## config.mk

```make
export PLATFORM = sky130hd
export DESIGN_NAME = sst_ctrl
export DESIGN_NICKNAME = d
export VERILOG_FILES = /design/src/sv/sst_pkg.sv /design/src/sv/sst_ctrl.sv
export SDC_FILE = /design/constraint.sdc
export NUM_CORES = 1
export LEC_CHECK = 0
export BUFFER_PORTS_ARGS = -buffer_cell sky130_fd_sc_hd__buf_2
export CELL_PAD_IN_SITES_DETAIL_PLACEMENT = 1
export CELL_PAD_IN_SITES_GLOBAL_PLACEMENT = 1
export CORE_AREA = 2 2 39 41
export DETAILED_ROUTE_END_ITERATION = 6
export DIE_AREA = 0 0 41 43
export PLACE_DENSITY_LB_ADDON = 0.1
export SYNTH_ARGS = -nofsm -noshare
export SYNTH_HDL_FRONTEND = slang
export SYNTH_SLANG_ARGS = --single-unit
export TNS_END_PERCENT = 1
```

## constraint.sdc

```tcl
create_clock -name i_clk -period 2.6 [get_ports i_clk]
set_input_delay 0.39 -clock i_clk [delete_from_list [all_inputs] [get_ports i_clk]]
set_output_delay 0.39 -clock i_clk [all_outputs]
set_load 0.05 [all_outputs]
```

## src/sv/sst_pkg.sv

```systemverilog
// ----------------------------------------------------------------------------
// sst_pkg
// Shared types and defaults for the stock span block: controller states,
// controller-to-datapath commands and datapath status.
// ----------------------------------------------------------------------------
package sst_pkg;

    localparam int MAX_LEN_DEF     = 1024;
    localparam int VALUE_WIDTH_DEF = 32;
    localparam int SPAN_WIDTH      = 11;

    typedef enum logic [2:0] {
        S_IDLE  = 3'b001,
        S_CHECK = 3'b010,
        S_LOAD  = 3'b100
    } t_state;

    // commands from the controller to the datapath
    typedef struct packed {
        logic accept;    // latch the incoming sample, apply restart
        logic pop;       // drop the top entry, fetch the one below
        logic load_top;  // move fetched entry into the top registers
        logic push;      // push the sample and emit its span
        logic emit_ovf;  // emit an overflow result, state untouched
    } t_cmd;

    // status from the datapath to the controller
    typedef struct packed {
        logic full;      // sequence already holds MAX_LEN samples
        logic empty;     // stack has no entries
        logic deep;      // stack has two or more entries
        logic top_le;    // top value is not greater than the sample
        logic out_free;  // output register can take a result this cycle
    } t_status;

endpackage

```

## src/sv/sst_ctrl.sv

```systemverilog
// ----------------------------------------------------------------------------
// sst_ctrl
// Controller: accepts a sample, pops until the stack is empty or a greater top
// remains, then pushes; span or overflow result goes to the output register.
// ----------------------------------------------------------------------------
module sst_ctrl
    import sst_pkg::*;
(
    input  logic    i_clk,
    input  logic    i_rst_n,
    input  logic    i_in_valid,
    output logic    o_in_ready,
    input  t_status i_status,
    output t_cmd    o_cmd
);

    t_state r_state;
    t_state n_state;

    assign o_in_ready = (r_state == S_IDLE);

    always_comb begin
        n_state = r_state;
        o_cmd   = '0;
        case (r_state)
            S_IDLE: begin
                if (i_in_valid) begin
                    o_cmd.accept = 1'b1;
                    n_state      = S_CHECK;
                end
            end
            S_CHECK: begin
                if (i_status.full) begin
                    if (i_status.out_free) begin
                        o_cmd.emit_ovf = 1'b1;
                        n_state        = S_IDLE;
                    end
                end else if (!i_status.empty && i_status.top_le) begin
                    o_cmd.pop = 1'b1;
                    // the last entry needs no fetch from memory
                    if (i_status.deep) begin
                        n_state = S_LOAD;
                    end
                end else if (i_status.out_free) begin
                    o_cmd.push = 1'b1;
                    n_state    = S_IDLE;
                end
            end
            S_LOAD: begin
                o_cmd.load_top = 1'b1;
                n_state        = S_CHECK;
            end
            default: begin
                n_state = S_IDLE;
            end
        endcase
    end

    always_ff @(posedge i_clk) begin
        if (!i_rst_n) begin
            r_state <= S_IDLE;
        end else begin
            r_state <= n_state;
        end
    end

    a_load_then_check: assert property (@(posedge i_clk) disable iff (!i_rst_n)
        (r_state == S_LOAD) |=> (r_state == S_CHECK))
        else $error("fetch not followed by compare");

    a_accept_then_check: assert property (@(posedge i_clk) disable iff (!i_rst_n)
        (i_in_valid && o_in_ready) |=> (r_state == S_CHECK))
        else $error("accepted sample not processed");

    a_pop_not_empty: assert property (@(posedge i_clk) disable iff (!i_rst_n)
        o_cmd.pop |-> (!i_status.empty && !i_status.full))
        else $error("pop on empty stack or full sequence");

endmodule

```

After elaboration in Yosys (flattened, before gate mapping)
Cells that the tools add are included.
Storage, ports and cells
  flip-flop bits (word level): 3
  input bits: 8
  output and inout port bits: 6
  word-level logic and storage cells: 26
Operators by class
  eq/ne operators: 5
  multiplexer cells: 17
  reduce and logical (&&, ||, !) cells: 3
Operators with widths (number)
  3-bit two-way mux: 5
  1-bit two-way mux: 10
  3-bit one-hot mux with 3 select lines: 1
  4-bit != test, second input constant: 1
  3-bit by 1-bit equality test with 1-bit output, second input constant: 1
  3-bit by 2-bit equality test with 1-bit output, second input constant: 1
  3-bit equality test, second input constant: 1
  2-bit two-way mux: 1
  2-bit != test, second input constant: 1
  2-bit AND reduction: 1
  1-bit logical AND: 1
  1-bit logical NOT: 1

Depth between registers and ports, before layout
Gate-level depths: netlist of the first run.
  depth in word-level cells: 5
  depth in mapped cells: 3
  depth with buffers taken out: 3

Worst setup path before layout of the first run
No wires, ideal clock.
  path kind: register to output
  start point: register r_state[1]
  end point: output o_cmd[1] (netlist name)
  arrival: 1.734 ns
  data required time: 2.210 ns
  slack: 0.476 ns
  stages on the path, launching flop included: 4
  buffers on the path: 0
  cell sequence: dfxtp_1 -> nor3b_1 -> nand2_1 -> nor3_1
RTL lines
  start, declared: line sst_ctrl.sv:17  | t_state r_state;
  start signal, assigned: line sst_ctrl.sv:63  | r_state <= n_state;
  end, declared: line sst_ctrl.sv:14  | output t_cmd o_cmd

==> metrics, run 1 <==
largest registers=r_state x3; critical path launch point type=flop; Peak VDD IR=about 0.14 mV; DRC=0; top cells by count, synth=dfxtp_1, nor2_1, a21oi_1, nand2b_1; delay-heaviest family, CP=simple AND/OR/NAND/NOR gates; GRT Resource Usage Total=8.52%; Die Ht=43 µm; Post-Syn Nets=34; final critical-path share of the clock period=70.9%; post-cts hold buffer count=0; via count=about 260; boundary pin count=14; PortBufs=13; FF-to-FF Start=r_state[1]; postcts setup bufs=0; Hold Crit Start=i_rst_n; width of the chip=between 40 and 50 µm; largest net degree at the start of global routing=7; die area=1760 µm²; Pins Over Slew Limit=0; GP Congestion=0.652; slowest CP cell=or3b_1; vias in the first global route=260; H-tree depth=1; Cell Area, Synth=around 220 µm²; initial antenna violation count=0; Starting Density=between 10% and 20%; Core Region=1380 µm²; CP cell instances=or3b_1 > nor2_1 > buf_2; Worst R2R End=r_state[2]; number of DRC markers in iteration 0=2; final worst slack=between 0.7 and 0.8 ns; worst slew pin tran=0.304 ns; most flop-heavy register=r_state; final WL=610 µm; required time of the critical path=2.21 ns; clock buffer depth=2; register bit count reported by yosys=3; Clock Sinks=3; via/cell ratio=4.44; unrepaired setup endpoints after global routing=no; TNS Setup=0 ns; # nets final=52; CTS buffer count=3; Worst Path Buf+Inv=1; post-synth cell types=20; synth top area cells=dfxtp_1, or4b_4, a211oi_2; hold crit path type=in2reg; ant diodes=0; P&R area growth vs syn=50.0%; DRT Pass-1 Iters=2; kind of critical path=reg2out; Warnings, synthesis=0; CTS Root Cell=clkbuf_4; Hold Fails Final Rpt=0; critical path peak fanout=6; number of synthesized flops with an enable pin=0; clock-pin slew on the worst setup and hold paths=0.04 ns; Lkg Pwr=0.162 nW; critical path's largest stage delay=0.44 ns; Cell Pwr Density=773 nW/µm²; critical path capture point type=primary output; share of the synthesized area in the top cell type=around 27%; first-pass GRT wire length=between 1 and 1.5 mm; register area share after synthesis=27.0%; worst skew pair latency=0.24 ns; Async SR Flop Fraction=0%; DR WL/cell=10.3 µm; Tmin final=around 1.8 ns; final setup vio count=0; r2r setup slk=about 1.3 ns; Crit path arrival time=between 1 and 1.5 ns; ys flop type=dfxtp_1; Final Skew=0.00179 ns; CP startpoint=r_state[1]; ratio of cells with drive above 1 in the final layout=46.5%; gr ovfl total=0; max-cap violation count=0; status=finished, final reports clean; Relative slew margins=79.5%; cell taking the most area after synthesis=dfxtp_1; Mean Syn Cell Area=roughly 8.6 µm²; max FFs per register=3; Place WS=0.824 ns; post-synthesis cell count=26; TritonCTS clock tree=yes; row count=14; Max Clk Rate=~0.54 GHz; Endpoint, Worst Hold=r_state[0]; worst r2r path cells=3; CTS resizes=0; Final ANT Viol Nets=0; Worst Hold Depth=2
-- cell usage in the layout, fill, tap and decap left out, drive strengths merged --
cell | Yosys | routed
buf | 0 | 13
clkbuf | 0 | 4
nor2 | 3 | 3
dfxtp | 3 | 3
a21oi | 3 | 3
nand2b | 2 | 2
or3b | 2 | 2
nor3b | 1 | 1
and3 | 1 | 1
nand2 | 1 | 1
nor2b | 1 | 1
nor3 | 1 | 1
and2 | 1 | 1
or4b | 1 | 1
o211ai | 1 | 1
o21ai | 1 | 1
and3b | 1 | 1
nor4bb | 1 | 1
a211oi | 1 | 1
o211a | 1 | 1
-- layer usage --
metal  GRT usage, %  wire length [µm]
met4           6.00                17
met2           13.8               278
met5              0                 0
met3           1.57                58
met1           9.27               256
-- worst max-delay path by stage --
stage / slack [ns] / to / cells past startpoint
global route: 0.57 / o_cmd[1] / 4
floorplan: 0.48 / o_cmd[1] / 3
finish: 0.76 / o_cmd[3] / 3
global placement: 0.83 / o_cmd[3] / 4
CTS: 0.74 / o_cmd[3] / 3
detailed placement: 0.82 / o_cmd[3] / 4
-- stage by stage --
stage	util [%]	hold WS (ns)	instances	instance area, µm²	total power, mW
finish	24.1	0.380	59	334	0.258
CTS	24.1	0.373	59	334	0.265
detailed placement	22.2	0.623	55	308	0.178
global route	24.1	0.410	59	334	0.276
floorplan	-	0.490	26	223	0.149
global placement	22.2	0.621	55	308	0.176
-- cell type report --
type,count,area [µm²]
fill,181,1050
clock buffer,4,26.3
timing repair buffer,13,65.1
tap,16,20.0
sequential,3,60.1
multi-input combinational,23,163
-- report_power, final --
group          internal (mW)  switching [mW]
combinational         0.0383          0.0697
sequential            0.0555          0.0116
clock                 0.0576          0.0256
-- cells by family after synthesis --
group,share of synthesized area [%]
AND/OR/NAND/NOR,48.9
AO/OA/AOI/OAI,24.2
flip-flops,27.0
Power figures use the tool's default switching activity.
==> run 2, diff against run 1 <==
- ABC_AREA: unset -> 1
- clock period: 2.6 -> 1.9 ns (I/O delays scaled with it)
==> metrics, run 2 <==
status=finished, final reports clean (unchanged); ys flop type=dfxtp_1 (unchanged); Crit path arrival time=1.34 ns (was 1.45 ns); Post-Layout Inst Area=395 µm² (was 334 µm²); Adder-Cell Fraction of Synth Area=0% (unchanged); boundary pin count=14 (unchanged); Relative slew margins=83.3% (was 79.5%); top cells by count, synth=inv_1, nand3_1, nor2_1 (was dfxtp_1, nor2_1, a21oi_1, nand2b_1); Final ANT Viol Nets=0 (unchanged); die area=1760 µm² (unchanged); clock-pin slew on the worst setup and hold paths=0.03 ns (was 0.04 ns); Starting Density=20.2% (was 16.1%); GP Congestion=0.670 (was 0.652); most flop-heavy register=r_state (unchanged); DRT Pass-1 Iters=4 (was 2); largest registers=r_state x3 (unchanged); ant diodes=0 (unchanged); worst r2r path cells=7 (was 3); H-tree depth=1 (unchanged); critical path peak fanout=5 (was 6); Pins Over Slew Limit=0 (unchanged); post-synth cell types=15 (was 20); r2r setup slk=0.90 ns (was 1.26 ns); Hold Fails Final Rpt=0 (unchanged); Cell Area, Synth=279 µm² (was 223 µm²); number of DRC markers in iteration 0=2 (unchanged); worst skew pair latency=0.23 ns (was 0.24 ns); kind of critical path=reg2out (unchanged); largest net degree at the start of global routing=6 (was 7); Tmin final=1.63 ns; Post-Synth Simple-Gate Area=62.3% (was 48.9%); Compound-Gate Fraction of Synth Area=0% (was 24.2%); most frequent cells in the layout=buf_2, inv_1, nor2_1, nand3_1 (was buf_2, nor2_1, clkbuf_4, dfxtp_1); crit path capture=o_cmd[1] (was o_cmd[3]); # nets final=66 (was 52); PortBufs=13 (unchanged); TNS Setup=0 ns (unchanged); first-pass GRT wire length=1.17 mm (was 1.04 mm); unrepaired setup endpoints after global routing=no (unchanged); post-cts hold buffer count=0 (unchanged); post-synthesis mux area share=0% (unchanged); synth top area cells=dfxtp_1, inv_1, nand3_2 (was dfxtp_1, or4b_4, a211oi_2); largest family of logic cells by synthesized area=simple AND/OR/NAND/NOR gates (unchanged); Mean Syn Cell Area=6.98 µm² (was 8.57 µm²); DP Wirelength=approximately 550 µm; CTS resizes=0 (unchanged); max FFs per register=3 (unchanged); most numerous cell in the Yosys netlist=inv_1; Worst R2R End=r_state[1] (was r_state[2]); P&R area growth vs syn=41.7% (was 50.0%); postcts setup bufs=0 (unchanged); CTS buffer count=3 (unchanged); register area share after synthesis=21.5% (was 27.0%); final critical-path share of the clock period=between 80 and 90%; CTS Root Cell=clkbuf_4 (unchanged); hold crit path type=in2reg (unchanged); Post-DP Area=369 µm² (was 308 µm²); commonest non-fill, non-tap cell in the layout=buf_2 (unchanged); Final Skew=0.00105 ns (was 0.00179 ns); clock buffer depth=2 (unchanged); DRC=0 (unchanged); row count=14 (unchanged); Async SR Flop Fraction=0% (unchanged); Warnings, synthesis=0 (unchanged); initial antenna violation count=0 (unchanged); max-cap violation count=0 (unchanged); ratio of cells with drive above 1 in the final layout=56.1% (was 46.5%); CP startpoint=r_state[2] (was r_state[1]); critical path capture point type=primary output (unchanged); Lkg Pwr=0.214 nW (was 0.162 nW); Die Ht=43 µm (unchanged); final setup vio count=0 (unchanged); vias in the first global route=310 (was 260); post-synthesis cell count=40 (was 26); register bit count reported by yosys=3 (unchanged); XOR/XNOR Fraction of Synth Area=0% (unchanged); gr ovfl total=0 (unchanged); cell taking the most area after synthesis=dfxtp_1 (unchanged); critical path launch point type=flop (unchanged); number of synthesized flops with an enable pin=0 (unchanged); final WL=635 µm (was 610 µm); DR WL/cell=8.70 µm (was 10.3 µm); GRT Resource Usage Total=9.82% (was 8.52%); width of the chip=41 µm (unchanged); Max Clk Rate=slightly above 0.6 GHz; Peak VDD IR=0.153 mV (was 0.142 mV); share of the synthesized area in the top cell type=21.5% (was 27.0%); via count=289 (was 262); FF-to-FF Start=r_state[0] (was r_state[1]); required time of the critical path=1.62 ns (was 2.21 ns); worst slew pin tran=0.252 ns (was 0.304 ns); Post-Syn Nets=48 (was 34); Clock Sinks=3 (unchanged); Core Region=1380 µm² (unchanged); TritonCTS clock tree=yes (unchanged); via/cell ratio=3.96 (was 4.44); Cell Pwr Density=850 nW/µm² (was 773 nW/µm²)
## run 2: changes by cell type after synthesis, sizes merged, moves of 2 or more
cell / before / now
or3b: 2 / 0
nor2: 3 / 8
nand2: 1 / 6
nand2b: 2 / 0
inv: 0 / 12
nand3: 0 / 7
a21oi: 3 / 0
## run 2: cells by family (layout without fill, tap and decap cells)
logic type | after synthesis | in the layout
flip-flops | 3 | 3
buffers and inverters | 12 | 29
AND/OR/NAND/NOR | 25 | 25
## run 2: how the worst min path moves through the flow
stage	endpoint	slack [ns]	cells after the start	startpoint
after floorplan	r_state[0]	0.38	1	i_rst_n
after global placement	r_state[0]	0.52	2	i_rst_n
after detailed placement	r_state[0]	0.52	2	i_rst_n
after CTS	r_state[0]	0.28	2	i_rst_n
after global routing	r_state[0]	0.29	2	i_rst_n
final	r_state[0]	0.28	2	i_rst_n
## run 2: worst max-delay path: stages, from the launching register on
cell and delay, ns:
dfxtp_1 0.30, inv_1 0.09, nand2_2 0.07, nor2_4 0.15, inv_2 0.07, nor4_2 0.13, buf_2 0.30
## run 2: final cells by class
| cell class | count | area (µm²) |
|---|---|---|
| well taps | 16 | 20.0 |
| flip-flops and latches | 3 | 60.1 |
| multi-input cells | 25 | 179 |
| inverters | 12 | 45.0 |
| clock buffers | 4 | 26.3 |
| repair buffers | 13 | 65.1 |
| fillers | 196 | 988 |
## run 2: where the power goes
part	total, mW	switching [mW]	internal (mW)
Combinational	0.145	0.102	0.0423
Sequential	0.0819	0.00989	0.0720
Clock	0.110	0.0310	0.0786
## run 2: through the flow
stage | util (%) | power [mW] | hold WS, ns | cells | worst slack, ns
3_3_place_gp | 26.7 | 0.233 | 0.520 | 69 | 0.526
3_5_place_dp | 26.7 | 0.230 | 0.522 | 69 | 0.501
5_1_grt | 28.6 | 0.367 | 0.288 | 73 | 0.148
4_1_cts | 28.6 | 0.345 | 0.281 | 73 | 0.248
6_report | 28.6 | 0.336 | 0.282 | 73 | 0.274
2_1_floorplan | - | 0.196 | 0.379 | 40 | 0.130
## run 2: routing by layer
metal / global-route usage, % / part of all wire [%] / up-vias
li1: - / - / 154
met1: 11.5 / 42 / 124
met2: 14.7 / 51 / 9
met3: 1.57 / 5.4 / 2
met4: 8.00 / 1.7 / 0
met5: 0 / 0 / -
